[src/hdl/mtre_pkg.sv]
package mtre_pkg;

    // Tile geometry and clamps.
    localparam int TILE_PIXELS = 256;
    localparam int TILE_SHIFT  = $clog2(TILE_PIXELS);
    localparam int MAX_VIEW    = 1024;
    localparam int MAX_ZOOM    = 20;

    // Field widths.
    localparam int PX_W    = 29;
    localparam int ZOOM_W  = 5;
    localparam int VIEW_W  = 11;
    localparam int BASE_W  = PX_W - TILE_SHIFT;
    localparam int TILE_W  = 22;
    localparam int DRAW_W  = 11;
    localparam int OFF_W   = 9;
    localparam int GRID_W  = 3;

    // Stream widths.
    localparam int S_TDATA_W = 64;
    localparam int M_TDATA_W = 96;
    localparam int M_TUSER_W = 1;

    // Configuration port.
    localparam int CFG_IDX_W = 2;
    localparam logic [CFG_IDX_W-1:0] CFG_VIEW_WIDTH  = CFG_IDX_W'(0);
    localparam logic [CFG_IDX_W-1:0] CFG_VIEW_HEIGHT = CFG_IDX_W'(1);

    localparam logic [VIEW_W-1:0] VIEW_WIDTH_RST  = VIEW_W'(640);
    localparam logic [VIEW_W-1:0] VIEW_HEIGHT_RST = VIEW_W'(480);

    localparam int HDR_QUEUE_DEPTH = 2;

    // One classified request, as handed from the front end to the cell walker.
    typedef struct packed {
        logic signed [BASE_W-1:0] base_col;
        logic signed [BASE_W-1:0] base_row;
        logic [ZOOM_W-1:0]        zoom;
        logic signed [OFF_W-1:0]  off_x;
        logic signed [OFF_W-1:0]  off_y;
        logic [GRID_W-1:0]        n_cols;
        logic [GRID_W-1:0]        n_rows;
    } t_hdr;

    typedef enum logic {
        BK_IDLE,
        BK_EMIT
    } t_back_state;

endpackage

[src/hdl/mtre_front.sv]
module mtre_front
    import mtre_pkg::*;
(
    input  logic                 i_clk,
    input  logic                 i_rst_n,
    input  logic                 i_cfg_wr_en,
    input  logic [CFG_IDX_W-1:0] i_cfg_index,
    input  logic [VIEW_W-1:0]    i_cfg_data,
    input  logic                 i_valid,
    output logic                 o_ready,
    input  logic [S_TDATA_W-1:0] i_data,
    input  logic                 i_q_full,
    output logic                 o_q_push,
    output t_hdr                 o_q_hdr
);

    logic [VIEW_W-1:0] r_view_width;
    logic [VIEW_W-1:0] r_view_height;

    logic signed [PX_W-1:0] px;
    logic signed [PX_W-1:0] py;
    logic [ZOOM_W-1:0]      zoom_in;
    logic                   adj_x;
    logic                   adj_y;
    logic [VIEW_W-1:0]      view_w_clamped;
    logic [VIEW_W-1:0]      view_h_clamped;
    logic signed [VIEW_W+1:0] span_x;
    logic signed [VIEW_W+1:0] span_y;

    always_ff @(posedge i_clk) begin
        if (!i_rst_n) begin
            r_view_width  <= VIEW_WIDTH_RST;
            r_view_height <= VIEW_HEIGHT_RST;
        end else if (i_cfg_wr_en) begin
            case (i_cfg_index)
                CFG_VIEW_WIDTH:  r_view_width  <= i_cfg_data;
                CFG_VIEW_HEIGHT: r_view_height <= i_cfg_data;
                default: ;
            endcase
        end
    end

    assign px      = i_data[PX_W-1:0];
    assign py      = i_data[2*PX_W-1:PX_W];
    assign zoom_in = i_data[2*PX_W+ZOOM_W-1:2*PX_W];

    // A negative coordinate with a nonzero fraction rounds toward zero,
    // so the floor quotient from the shift is one too small there.
    assign adj_x = px[PX_W-1] & (|px[TILE_SHIFT-1:0]);
    assign adj_y = py[PX_W-1] & (|py[TILE_SHIFT-1:0]);

    assign view_w_clamped = (r_view_width  > VIEW_W'(MAX_VIEW)) ? VIEW_W'(MAX_VIEW) : r_view_width;
    assign view_h_clamped = (r_view_height > VIEW_W'(MAX_VIEW)) ? VIEW_W'(MAX_VIEW) : r_view_height;

    always_comb begin
        o_q_hdr.base_col = BASE_W'(px >>> TILE_SHIFT) + BASE_W'(adj_x);
        o_q_hdr.base_row = BASE_W'(py >>> TILE_SHIFT) + BASE_W'(adj_y);
        o_q_hdr.zoom     = (zoom_in > ZOOM_W'(MAX_ZOOM)) ? ZOOM_W'(MAX_ZOOM) : zoom_in;

        // Offset is the negated truncating remainder.
        if (adj_x) begin
            o_q_hdr.off_x = OFF_W'((OFF_W+1)'(TILE_PIXELS) - (OFF_W+1)'(px[TILE_SHIFT-1:0]));
        end else begin
            o_q_hdr.off_x = OFF_W'((OFF_W+1)'(0) - (OFF_W+1)'(px[TILE_SHIFT-1:0]));
        end
        if (adj_y) begin
            o_q_hdr.off_y = OFF_W'((OFF_W+1)'(TILE_PIXELS) - (OFF_W+1)'(py[TILE_SHIFT-1:0]));
        end else begin
            o_q_hdr.off_y = OFF_W'((OFF_W+1)'(0) - (OFF_W+1)'(py[TILE_SHIFT-1:0]));
        end

        span_x = $signed({2'b00, view_w_clamped}) - (VIEW_W+2)'(o_q_hdr.off_x);
        span_y = $signed({2'b00, view_h_clamped}) - (VIEW_W+2)'(o_q_hdr.off_y);

        // A negative span is above minus one tile and truncates to zero.
        o_q_hdr.n_cols = span_x[VIEW_W+1] ? GRID_W'(1)
                                          : GRID_W'(span_x[VIEW_W+1:TILE_SHIFT] + 1'b1);
        o_q_hdr.n_rows = span_y[VIEW_W+1] ? GRID_W'(1)
                                          : GRID_W'(span_y[VIEW_W+1:TILE_SHIFT] + 1'b1);
    end

    assign o_ready  = !i_q_full;
    assign o_q_push = i_valid && !i_q_full;

endmodule

[src/hdl/mtre_hdr_fifo.sv]
module mtre_hdr_fifo
    import mtre_pkg::*;
#(
    parameter int DEPTH = HDR_QUEUE_DEPTH
) (
    input  logic i_clk,
    input  logic i_rst_n,
    input  logic i_push,
    input  t_hdr i_hdr,
    output logic o_full,
    input  logic i_pop,
    output logic o_valid,
    output t_hdr o_hdr
);

    localparam int PTR_W = (DEPTH > 1) ? $clog2(DEPTH) : 1;
    localparam int CNT_W = $clog2(DEPTH + 1);

    t_hdr             r_mem [DEPTH];
    logic [PTR_W-1:0] r_wr_ptr;
    logic [PTR_W-1:0] r_rd_ptr;
    logic [CNT_W-1:0] r_count;

    assign o_full  = (r_count == CNT_W'(DEPTH));
    assign o_valid = (r_count != '0);
    assign o_hdr   = r_mem[r_rd_ptr];

    always_ff @(posedge i_clk) begin
        if (i_push) begin
            r_mem[r_wr_ptr] <= i_hdr;
        end
    end

    always_ff @(posedge i_clk) begin
        if (!i_rst_n) begin
            r_wr_ptr <= '0;
            r_rd_ptr <= '0;
            r_count  <= '0;
        end else begin
            if (i_push) begin
                r_wr_ptr <= (r_wr_ptr == PTR_W'(DEPTH - 1)) ? '0 : r_wr_ptr + 1'b1;
            end
            if (i_pop) begin
                r_rd_ptr <= (r_rd_ptr == PTR_W'(DEPTH - 1)) ? '0 : r_rd_ptr + 1'b1;
            end
            if (i_push && !i_pop) begin
                r_count <= r_count + 1'b1;
            end else if (i_pop && !i_push) begin
                r_count <= r_count - 1'b1;
            end
        end
    end

endmodule

[src/hdl/mtre_back.sv]
module mtre_back
    import mtre_pkg::*;
(
    input  logic                 i_clk,
    input  logic                 i_rst_n,
    input  logic                 i_q_valid,
    input  t_hdr                 i_q_hdr,
    output logic                 o_q_pop,
    output logic                 o_valid,
    input  logic                 i_ready,
    output logic [M_TDATA_W-1:0] o_data,
    output logic [M_TUSER_W-1:0] o_user,
    output logic                 o_last
);

    t_back_state       r_state;
    t_back_state       n_state;
    t_hdr              r_hdr;
    t_hdr              n_hdr;
    logic [GRID_W-1:0] r_col;
    logic [GRID_W-1:0] n_col;
    logic [GRID_W-1:0] r_row;
    logic [GRID_W-1:0] n_row;
    logic              r_out_valid;
    logic              n_out_valid;
    logic [M_TDATA_W-1:0] r_out_data;
    logic [M_TUSER_W-1:0] r_out_user;
    logic              r_out_last;

    logic              advance;
    logic              load_out;
    logic              col_end;
    logic              row_end;
    logic signed [TILE_W-1:0] tile_col;
    logic signed [TILE_W-1:0] tile_row;
    logic [TILE_W-1:0] limit;
    logic              col_in;
    logic              row_in;
    logic [DRAW_W-1:0] draw_x;
    logic [DRAW_W-1:0] draw_y;

    assign advance = !r_out_valid || i_ready;
    assign col_end = (r_col == r_hdr.n_cols - 1'b1);
    assign row_end = (r_row == r_hdr.n_rows - 1'b1);

    assign tile_col = TILE_W'(r_hdr.base_col) + TILE_W'(r_col);
    assign tile_row = TILE_W'(r_hdr.base_row) + TILE_W'(r_row);
    assign limit    = TILE_W'(1) << r_hdr.zoom;
    assign col_in   = !tile_col[TILE_W-1] && (unsigned'(tile_col) < limit);
    assign row_in   = !tile_row[TILE_W-1] && (unsigned'(tile_row) < limit);
    assign draw_x   = DRAW_W'(32'(r_col) << TILE_SHIFT);
    assign draw_y   = DRAW_W'(32'(r_row) << TILE_SHIFT);

    always_comb begin
        n_state  = r_state;
        n_hdr    = r_hdr;
        n_col    = r_col;
        n_row    = r_row;
        o_q_pop  = 1'b0;
        load_out = 1'b0;
        case (r_state)
            BK_IDLE: begin
                if (i_q_valid) begin
                    o_q_pop = 1'b1;
                    n_hdr   = i_q_hdr;
                    n_col   = '0;
                    n_row   = '0;
                    n_state = BK_EMIT;
                end
            end
            BK_EMIT: begin
                if (advance) begin
                    load_out = 1'b1;
                    if (row_end) begin
                        n_row = '0;
                        n_col = r_col + 1'b1;
                    end else begin
                        n_row = r_row + 1'b1;
                    end
                    if (row_end && col_end) begin
                        n_state = BK_IDLE;
                    end
                end
            end
            default: n_state = BK_IDLE;
        endcase

        if (load_out) begin
            n_out_valid = 1'b1;
        end else if (i_ready) begin
            n_out_valid = 1'b0;
        end else begin
            n_out_valid = r_out_valid;
        end
    end

    always_ff @(posedge i_clk) begin
        if (!i_rst_n) begin
            r_state     <= BK_IDLE;
            r_col       <= '0;
            r_row       <= '0;
            r_out_valid <= 1'b0;
        end else begin
            r_state     <= n_state;
            r_col       <= n_col;
            r_row       <= n_row;
            r_out_valid <= n_out_valid;
        end
    end

    always_ff @(posedge i_clk) begin
        r_hdr <= n_hdr;
        if (load_out) begin
            r_out_data <= {(M_TDATA_W - 2*TILE_W - 2*DRAW_W - 2*OFF_W - 2*GRID_W)'(0),
                           r_hdr.n_rows, r_hdr.n_cols, r_hdr.off_y, r_hdr.off_x,
                           draw_y, draw_x, tile_row, tile_col};
            r_out_user <= M_TUSER_W'(col_in && row_in);
            r_out_last <= row_end && col_end;
        end
    end

    assign o_valid = r_out_valid;
    assign o_data  = r_out_data;
    assign o_user  = r_out_user;
    assign o_last  = r_out_last;

endmodule

[src/hdl/map_tile_range_enumerator_core.sv]
// Channel   | Direction | Transfer contents
// ----------+-----------+----------------------------------------------------------
// s_axis    | in        | one viewport request: world position and zoom
// m_axis    | out       | one grid cell per transfer, columns outer, rows inner
// cfg       | in        | register write: view_width (index 0), view_height (index 1)
//
// A request of C columns by R rows produces C*R output transfers, one per cycle
// while the output is taken; the cell walker loads each request in its idle
// state before it emits the request's first cell.
// Reset is synchronous and active low; it restores the viewport to 640 by 480.
// A small header queue lets the front end accept new requests while the walker
// is busy or stalled; the input stalls only when that queue is full.
module map_tile_range_enumerator_core
    import mtre_pkg::*;
#(
    parameter int QUEUE_DEPTH = HDR_QUEUE_DEPTH
) (
    input  logic                 i_clk,
    input  logic                 i_rst_n,

    // Configuration writes.
    input  logic                 i_cfg_wr_en,
    input  logic [CFG_IDX_W-1:0] i_cfg_index,
    input  logic [VIEW_W-1:0]    i_cfg_data,

    // Request stream.
    input  logic                 i_s_axis_tvalid,
    output logic                 o_s_axis_tready,
    // From bit 0: world_px_x (29), world_px_y (29), zoom_level (5), one zero pad bit.
    input  logic [S_TDATA_W-1:0] i_s_axis_tdata,

    // Cell stream.
    output logic                 o_m_axis_tvalid,
    input  logic                 i_m_axis_tready,
    // From bit 0: tile_col (22), tile_row (22), draw_x (11), draw_y (11),
    // scroll_off_x (9), scroll_off_y (9), grid_cols (3), grid_rows (3), six zero bits.
    output logic [M_TDATA_W-1:0] o_m_axis_tdata,
    // Bit 0: in_world.
    output logic [M_TUSER_W-1:0] o_m_axis_tuser,
    // Marks the final cell of a request (last_cell).
    output logic                 o_m_axis_tlast
);

    logic q_full;
    logic q_push;
    logic q_pop;
    logic q_valid;
    t_hdr front_hdr;
    t_hdr queue_hdr;

    // The front end splits each coordinate into a tile index and a scroll
    // offset with round-toward-zero semantics and sizes the grid.
    mtre_front u_front (
        .i_clk       (i_clk),
        .i_rst_n     (i_rst_n),
        .i_cfg_wr_en (i_cfg_wr_en),
        .i_cfg_index (i_cfg_index),
        .i_cfg_data  (i_cfg_data),
        .i_valid     (i_s_axis_tvalid),
        .o_ready     (o_s_axis_tready),
        .i_data      (i_s_axis_tdata),
        .i_q_full    (q_full),
        .o_q_push    (q_push),
        .o_q_hdr     (front_hdr)
    );

    mtre_hdr_fifo #(
        .DEPTH (QUEUE_DEPTH)
    ) u_queue (
        .i_clk   (i_clk),
        .i_rst_n (i_rst_n),
        .i_push  (q_push),
        .i_hdr   (front_hdr),
        .o_full  (q_full),
        .i_pop   (q_pop),
        .o_valid (q_valid),
        .o_hdr   (queue_hdr)
    );

    // The back end walks the grid and holds each cell in an output register
    // until the downstream side takes it.
    mtre_back u_back (
        .i_clk     (i_clk),
        .i_rst_n   (i_rst_n),
        .i_q_valid (q_valid),
        .i_q_hdr   (queue_hdr),
        .o_q_pop   (q_pop),
        .o_valid   (o_m_axis_tvalid),
        .i_ready   (i_m_axis_tready),
        .o_data    (o_m_axis_tdata),
        .o_user    (o_m_axis_tuser),
        .o_last    (o_m_axis_tlast)
    );

endmodule
[config.mk]
export PLATFORM = sky130hd
export DESIGN_NAME = map_tile_range_enumerator_core
export DESIGN_NICKNAME = d
export VERILOG_FILES = /design/src/hdl/mtre_pkg.sv /design/src/hdl/mtre_front.sv /design/src/hdl/mtre_hdr_fifo.sv /design/src/hdl/mtre_back.sv /design/src/hdl/map_tile_range_enumerator_core.sv
export SDC_FILE = /design/constraint.sdc
export NUM_CORES = 1
export LEC_CHECK = 0
export BUFFER_PORTS_ARGS = -buffer_cell sky130_fd_sc_hd__buf_2
export CORE_MARGIN = 1
export CORE_UTILIZATION = 49
export DETAILED_ROUTE_END_ITERATION = 6
export GPL_ROUTABILITY_DRIVEN = 0
export PLACE_DENSITY_LB_ADDON = 0.25
export SLEW_MARGIN = 5
export SYNTH_ARGS = -nofsm -noshare
export SYNTH_HDL_FRONTEND = slang
export SYNTH_SLANG_ARGS = --single-unit
[constraint.sdc]
create_clock -name i_clk -period 5.18 [get_ports i_clk]
set_input_delay 1.295 -clock i_clk [delete_from_list [all_inputs] [get_ports i_clk]]
set_output_delay 1.295 -clock i_clk [all_outputs]
set_load 0.01 [all_outputs]
==> impl_table.tex, run 1 <==
\begin{tabular}{lr}
\hline
Metric & Value \\
\hline
\multicolumn{2}{l}{\textbf{Placement}} \\
Count of input and output buffers & 158 \\
Post-DP HPWL & 20000 um \\
Worst slack at placement & 0.294 ns \\
\multicolumn{2}{l}{\textbf{Logic synthesis}} \\
Most frequently used flop master after synthesis & edfxtp\_1 \\
EDFF count, synth & 289 \\
Yosys reg bits & 323 \\
Cell area after synthesis & 14900 um\^{}2 \\
Number of warnings issued by yosys & 0 \\
Proportion of register bits with asynchronous set or reset after synthesis & 0\% \\
Synthesized instance count & 1098 \\
Share of synthesized area occupied by flip-flops and latches & 62.7\% \\
Cell variety after synth & 56 \\
Post-Synthesis Mean Instance Area & 13.6 um\^{}2 \\
\multicolumn{2}{l}{\textbf{CTS}} \\
Clock Path Buffers & 3 \\
Post-CTS Setup Bufs & 0 \\
Number of instances resized during post-cts repair & 0 \\
CTS buffer count & 36 \\
Clock tree from TritonCTS & done \\
Hold buffers post-CTS & 0 \\
Maximum level of the CTS H-tree & 2 \\
Count of clock tree sinks & 323 \\
Root buf cell & clkbuf\_16 \\
Worst-skew pair later-pin latency & 0.51 ns \\
Reg clk slew, reported paths & 0.06 ns \\
\multicolumn{2}{l}{\textbf{Setup path}} \\
Worst-path maximum fanout & 4 \\
Critical path launch point & i\_s\_axis\_tdata[0] \\
Worst path max stage delay & 0.46 ns \\
Data arrival time of the worst path & 4.70 ns \\
Data required, critical path & 5.51 ns \\
Largest delay share family, worst path & simple AND/OR/NAND/NOR gates \\
Class of the most critical setup path & input pin to register \\
Cell Chain, Critical Path & buf\_2 -> inv\_1 -> ha\_1 -> nor3b\_1 -> nand2\_1 -> xnor2\_1 -> ha\_1 -> o21ai\_0 -> nor2\_1 -> and4b\_1 -> or2\_2 -> xnor2\_1 -> ha\_1 -> xnor2\_1 -> or3b\_2 -> mux2i\_1 \\
Reg2reg start & u\_back.r\_col[0] \\
Slowest library cell on the worst path & nor3b\_1 \\
Startpoint Class & input pin \\
Worst path bufs/invs & 2 \\
Category of the worst setup path capture point & register \\
\multicolumn{2}{l}{\textbf{STA}} \\
Setup WS post-layout & 0.815 ns \\
Peak clock frequency supported by timing & 229 MHz \\
Post-layout min period & 4.36 ns \\
Aggregate negative setup slack & 0 ns \\
Unrepaired setup endpoints after global routing & false \\
Pins over their slew limit & 0 \\
Transition at the pin with the smallest max-transition slack & 1.07 ns \\
Tightest slew margin relative to the limit & 28.6\% \\
Number of hold violations in the final report & 0 \\
Clock skew & 0.0154 ns \\
Post-route worst hold slack & 0.417 ns \\
Period utilization & 84.3\% \\
Setup violations, final & 0 \\
\multicolumn{2}{l}{\textbf{Die}} \\
Die Footprint & 31200 um\^{}2 \\
Starting Density & 50.1\% \\
Number of placement rows & 63 \\
Die extent in y & 177 um \\
Core Region & 29800 um\^{}2 \\
Chip width & 177 um \\
Number of top-level pins & 182 \\
\multicolumn{2}{l}{\textbf{Drt}} \\
Total number of vias & 8845 \\
DRC violations left & 0 \\
Final WL & 27800 um \\
Average routed wire per standard cell & 16.4 um \\
Routed via count divided by cell count & 5.22 \\
Starting DRC count in detailed routing & 458 \\
Number of nets with antenna violations after detailed routing & 0 \\
Number of detailed-route iterations in the first pass & 5 \\
\multicolumn{2}{l}{\textbf{Outcome}} \\
Outcome & completed \\
\multicolumn{2}{l}{\textbf{Power and ir drop}} \\
Power after layout & 0.00886 W \\
Sw power & 0.00261 W \\
Power density over cell area & 513 nW/um\^{}2 \\
Clk pwr share & 28.1\% \\
Combinational power share & 24.9\% \\
Static leakage power & 6.54 nW \\
Internal Pwr Total & 0.00626 W \\
Largest voltage drop on the vdd net & 289 uV \\
Flop pwr share & 47.0\% \\
Net Sw Frac & 29.4\% \\
\multicolumn{2}{l}{\textbf{Global route}} \\
Overflow left after global routing & 0 \\
Antenna violations before repair & 4 \\
Global-route wire length before repair & 43900 um \\
Global Route Usage Sum & 18.1\% \\
Number of global-route vias before repair & 8822 \\
Largest net degree at the start of global routing & 77 \\
\multicolumn{2}{l}{\textbf{Final layout}} \\
Final core utilization & 58.0\% \\
Area delta synth->final & 15.7\% \\
Share of post-route cells with drive strength above 1 & 22.9\% \\
NumNets Final & 1446 \\
Number of inserted filler cells in the final layout & 2417 \\
\multicolumn{2}{l}{\textbf{Flow run}} \\
Max Cap Viol & 0 \\
\multicolumn{2}{l}{\textbf{Hold path}} \\
Class of the tightest hold or removal check & register to register \\
Hold Path Origin & u\_back.r\_hdr[12] \\
\hline
\end{tabular}
## layer usage
| metal | track usage [%] | share of wire [%] | up-vias |
|---|---|---|---|
| li1 | - | - | 4358 |
| met1 | 21.4 | 41 | 4236 |
| met2 | 32.3 | 51 | 192 |
| met3 | 4.20 | 5.9 | 53 |
| met4 | 5.46 | 2.0 | 6 |
| met5 | 0 | 0.15 | - |
## registers in the layout, summed over array words and instances, names as in the netlist
signal / cells
u_back.o_data: 74
u_back.o_last: 1
u_back.o_user: 1
u_back.o_valid: 1
u_back.r_col: 3
u_back.r_hdr: 71
u_back.r_row: 3
u_back.r_state: 1
u_front.r_view_height: 11
u_front.r_view_width: 11
u_queue.r_count: 2
u_queue.r_mem: 142
u_queue.r_rd_ptr: 1
u_queue.r_wr_ptr: 1
## area by class of cell
class                      count  area, um^2  share of cell area, %
timing repair buffer         162         833                   4.82
tap                          390         488                   2.82
antenna                        1        2.50                 0.0145
clock inverter                15         175                   1.01
clock buffer                  48         987                   5.71
sequential                   323        9360                   54.2
inverter                      41         154                  0.890
multi-input combinational    715        5280                   30.6
## cells in the mapped netlist, types with 2 or more instances
cell type | number | area share [%]
dfxtp_1 | 34 | 4.6
nand3b_1 | 3 | 0.15
a21boi_0 | 20 | 1.0
o21ai_0 | 14 | 0.47
mux2i_1 | 3 | 0.20
nor3_1 | 15 | 0.50
nand2b_1 | 6 | 0.25
and3_1 | 17 | 0.71
buf_4 | 22 | 1.1
or3_1 | 4 | 0.17
and4_1 | 3 | 0.18
nand4_1 | 21 | 0.88
a31o_2 | 2 | 0.12
clkbuf_1 | 18 | 0.45
nor4_1 | 4 | 0.17
o21bai_1 | 3 | 0.15
o21a_1 | 3 | 0.15
o31a_1 | 3 | 0.18
fa_1 | 2 | 0.27
and3b_1 | 2 | 0.12
or2_2 | 2 | 0.084
or3b_2 | 2 | 0.12
inv_1 | 41 | 1.0
a211oi_1 | 7 | 0.35
nand3_1 | 53 | 1.8
a21oi_1 | 19 | 0.64
a31oi_1 | 5 | 0.21
xor2_1 | 36 | 2.1
ha_1 | 83 | 7.0
edfxtp_1 | 289 | 58
nand2_1 | 104 | 2.6
nor3b_1 | 5 | 0.25
a21o_1 | 10 | 0.50
xnor2_1 | 72 | 4.2
and2_1 | 13 | 0.54
nor2_1 | 43 | 1.1
mux2_2 | 72 | 5.4
nor2b_1 | 25 | 1.0
## layout by cell type, fill, tap and decap left out, types with 4 or more instances in the layout
cell and n:
a211oi_1 7, a21boi_0 20, a21o_1 10, a21oi_1 19, a31oi_1 5, and2_1 12, and3_1 16, buf_2 158
bufinv_16 4, clkbuf_1 9, clkbuf_16 37, clkinv_1 5, clkinv_2 4, conb_1 22, dfxtp_1 33, edfxtp_1 289
ha_1 83, inv_1 40, mux2_2 72, nand2_1 104, nand2b_1 6, nand3_1 53, nand4_1 21, nor2_1 42
nor2b_1 25, nor3_1 15, nor3b_1 5, nor4_1 4, o21ai_0 14, or3_1 4, xnor2_1 72, xor2_1 36
## power by group through the flow
stage	clock (W)	combinational (W)	sequential, W
final	0.00249	0.00220	0.00416
after global routing	0.00266	0.00248	0.00424
after CTS	0.00256	0.00225	0.00417
after detailed placement	0	0.00224	0.00422
after global placement	0	0.00217	0.00420
after floorplan	0	0.00149	0.00421
## per-stage QoR
step	std cells	instance area [um^2]
detailed placement	1631	16100
global route	1694	17300
CTS	1694	17300
floorplan	1119	15000
finish	1695	17300
global placement	1631	16100
## worst paths after layout
path | end | slack [ns] | depth (start not counted)
setup / recovery | u_queue.r_mem[1][5] | 0.82 | 16
hold / removal | u_back.o_data[81] | 0.42 | 0
setup reg to reg | u_back.o_user | 1.15 | 16
hold reg to reg | u_back.o_data[81] | 0.42 | 0
## kinds of logic after synthesis
| group | count (synthesis) | synth area share (%) |
|---|---|---|
| buffers and inverters | 81 | 2.59 |
| xor gates and xnor gates | 109 | 6.48 |
| and+or+nand+nor | 327 | 11.0 |
| other | 1 | 0.0251 |
| DFF | 323 | 62.7 |
| AOI/OAI and AO/OA | 97 | 4.44 |
| muxes | 75 | 5.63 |
| adders and majority gates | 85 | 7.22 |
Note: power is estimated with default switching activity, not from simulation.
==> run 2, diff against run 1 <==
- clock period: 5.18 -> 4.35 ns (I/O delays scaled with it)
==> run 2 against run 1 <==
  * Core utilization up 0.067 points
  * Largest power group unchanged
  * Via count up 0.80%
  * Register-to-register slack worse by 0.73 ns
  * Worst setup slack worse by 0.45 ns
  * Critical endpoint is now u_queue.r_mem[0][5]
  * Sequential power up 19%
==> impl_table.tex, run 2 (synthesized netlist as in run 1, its figures left out) <==
\begin{tabular}{lr}
\hline
Metric & Value \\
\hline
\multicolumn{2}{l}{\textbf{Placement}} \\
Cell total after placement & 1641 (+0.61\%) \\
Post-DP HPWL & 20200 um (+0.83\%) \\
Placement-stage cell area & 16200 um\^{}2 (+0.54\%) \\
Count of input and output buffers & 158 (unchanged) \\
\multicolumn{2}{l}{\textbf{Die}} \\
Die Footprint & 31200 um\^{}2 (unchanged) \\
Starting Density & 50.1\% (unchanged) \\
Die extent in y & 177 um (unchanged) \\
Core Region & 29800 um\^{}2 (unchanged) \\
Number of top-level pins & 182 (unchanged) \\
Chip width & 177 um (unchanged) \\
Number of placement rows & 63 (unchanged) \\
\multicolumn{2}{l}{\textbf{STA}} \\
Tightest slew margin relative to the limit & 22.9\% (-5.6 points) \\
Post-route worst hold slack & 0.415 ns (-0.00167 ns) \\
Period utilization & 91.6\% \\
Setup violations, final & 0 (unchanged) \\
Number of hold violations in the final report & 0 (unchanged) \\
Peak clock frequency supported by timing & 251 MHz \\
Clock skew & 0.0166 ns (+0.00126 ns) \\
Post-layout min period & 3.98 ns \\
Unrepaired setup endpoints after global routing & false \\
Pins over their slew limit & 0 (unchanged) \\
Transition at the pin with the smallest max-transition slack & 1.15 ns (+0.0819 ns) \\
\multicolumn{2}{l}{\textbf{Global route}} \\
Global-route wire length before repair & 44100 um (+0.57\%) \\
Number of global-route vias before repair & 8834 (+0.14\%) \\
Antenna violations before repair & 3 (-1) \\
Global Route Usage Sum & 18.2\% (+0.14 points) \\
Overflow left after global routing & 0 (unchanged) \\
Largest net degree at the start of global routing & 77 (unchanged) \\
\multicolumn{2}{l}{\textbf{Final layout}} \\
Final core utilization & 58.1\% (+0.067 points) \\
Commonest cells after routing, fill and taps aside & 289 x edfxtp\_1, 158 x buf\_2, 104 x nand2\_1, 83 x ha\_1 \\
Largest register by flop count & u\_queue.r\_mem \\
Number of flip-flops in the largest register & 142 (unchanged) \\
Leading cell type in the layout, fill and taps excluded & edfxtp\_1 \\
Post-route non-filler standard cell count & 1701 (+0.35\%) \\
Area delta synth->final & 15.8\% \\
NumNets Final & 1455 (+0.62\%) \\
Final cell area excluding filler cells & 17300 um\^{}2 (+0.12\%) \\
Share of post-route cells with drive strength above 1 & 23.5\% (+0.68 points) \\
Number of inserted filler cells in the final layout & 2452 (+1.4\%) \\
\multicolumn{2}{l}{\textbf{Setup path}} \\
Largest delay share family, worst path & simple AND/OR/NAND/NOR gates \\
Data required, critical path & 4.68 ns (-0.83 ns) \\
Class of the most critical setup path & input pin to register \\
Worst-path maximum fanout & 4 (unchanged) \\
Category of the worst setup path capture point & register \\
Worst path bufs/invs & 2 (unchanged) \\
Worst path max stage delay & 0.46 ns (about the same) \\
Slowest library cell on the worst path & or3b\_2 \\
Cell Chain, Critical Path & buf\_2 -> inv\_1 -> ha\_1 -> nor3b\_1 -> nand2\_1 -> xnor2\_1 -> ha\_1 -> o21ai\_0 -> nor2\_1 -> and4b\_1 -> or2\_2 -> xnor2\_1 -> ha\_1 -> xnor2\_1 -> or3b\_2 -> mux2i\_1 \\
Data arrival time of the worst path & 4.31 ns (-0.39 ns) \\
Startpoint Class & input pin \\
\multicolumn{2}{l}{\textbf{Drt}} \\
Average routed wire per standard cell & 16.5 um (+0.53\%) \\
Number of nets with antenna violations after detailed routing & 0 (unchanged) \\
Final WL & 28000 um (+0.89\%) \\
Detail Route met3 WL & 1590 um (-2.9\%) \\
Starting DRC count in detailed routing & 420 (-8.3\%) \\
DRC violations left & 0 (unchanged) \\
Top sig layer & met5 \\
Met1 Wirelength & 11700 um (+2.4\%) \\
Routed via count divided by cell count & 5.24 (+0.45\%) \\
Total number of vias & 8916 (+0.80\%) \\
Number of detailed-route iterations in the first pass & 5 (unchanged) \\
Met2 Routed Length & 14100 um (about the same) \\
\multicolumn{2}{l}{\textbf{Power and ir drop}} \\
Flop pwr share & 47.3\% (+0.3 points) \\
Static leakage power & 6.56 nW (+0.33\%) \\
Sw power & 0.00311 W (+19\%) \\
Combinational power share & 25.5\% (+0.6 points) \\
Internal Pwr Total & 0.00734 W (+17\%) \\
Net Sw Frac & 29.8\% (+0.36 points) \\
Largest voltage drop on the vdd net & 309 uV (+6.9\%) \\
Power density over cell area & 604 nW/um\^{}2 (+18\%) \\
Power after layout & 0.0105 W (+18\%) \\
Clk pwr share & 27.2\% (-0.9 points) \\
\multicolumn{2}{l}{\textbf{CTS}} \\
Reg clk slew, reported paths & 0.06 ns (about the same) \\
Post-CTS Setup Bufs & 0 (unchanged) \\
Worst-skew pair later-pin latency & 0.51 ns (about the same) \\
Maximum level of the CTS H-tree & 2 (unchanged) \\
Clock tree from TritonCTS & done \\
Number of instances resized during post-cts repair & 0 (unchanged) \\
Root buf cell & clkbuf\_16 \\
Hold buffers post-CTS & 0 (unchanged) \\
Clock Path Buffers & 3 (unchanged) \\
Count of clock tree sinks & 323 (unchanged) \\
CTS buffer count & 35 (-2.8\%) \\
\multicolumn{2}{l}{\textbf{Flow run}} \\
Max Cap Viol & 0 (unchanged) \\
\multicolumn{2}{l}{\textbf{Hold path}} \\
Class of the tightest hold or removal check & register to register \\
\multicolumn{2}{l}{\textbf{Outcome}} \\
Outcome & completed \\
\hline
\end{tabular}
[run 2: final timing paths]
path	from	end	slack, ns	cells after the start
worst max-delay path	i_s_axis_tdata[0]	u_queue.r_mem[0][5]	0.37	16
worst min-delay path	u_back.r_hdr[23]	u_back.o_data[74]	0.42	0
worst max register to register	u_back.r_col[0]	u_back.o_user	0.42	16
worst min register to register	u_back.r_hdr[23]	u_back.o_data[74]	0.42	0
[run 2: power groups by stage]
stage | Combinational [W] | Clock, W | Sequential [W]
after CTS | 0.00273 | 0.00292 | 0.00495
final | 0.00267 | 0.00285 | 0.00494
after global routing | 0.00299 | 0.00304 | 0.00502
after detailed placement | 0.00269 | 0 | 0.00501
after floorplan | 0.00177 | 0 | 0.00501
after global placement | 0.00262 | 0 | 0.00499
[run 2: worst reg2reg max path, stage by stage (launching register included)]
cell and delay [ns]:
dfxtp_1 0.43, ha_1 0.20, inv_1 0.06, fa_1 0.41, inv_1 0.08, a21o_1 0.16
nor2b_1 0.23, and3_2 0.24, nand3_1 0.09, xnor2_1 0.24, ha_1 0.29, o21ai_0 0.16
nor2_1 0.06, a2111oi_0 0.34, o21ai_0 0.14, or4_1 0.43, a211oi_2 0.19
[run 2: cell type report]
class / instances / area (um^2) / share of cell area, %
Inverter: 41 / 154 / 0.889
Tap cell: 390 / 488 / 2.82
Sequential cell: 323 / 9360 / 54.1
Clock buffer: 38 / 887 / 5.13
Timing Repair Buffer: 172 / 921 / 5.32
Clock inverter: 20 / 205 / 1.19
Antenna cell: 2 / 5.00 / 0.0289
Multi-Input combinational cell: 715 / 5280 / 30.5
[run 2: metal layers]
| metal | GRT usage (%) | vias up |
|---|---|---|
| met1 | 22.0 | 4292 |
| li1 | - | 4382 |
| met3 | 3.96 | 49 |
| met4 | 5.10 | 2 |
| met5 | 0 | - |
| met2 | 32.5 | 191 |
[run 2: metrics by stage]
step / setup WS [ns] / setup TNS [ns]
floorplan: 0.233 / 0
global placement: -0.0416 / -0.0831
detailed placement: -0.138 / -0.276
CTS: 0.374 / 0
global route: 0.141 / 0
finish: 0.365 / 0
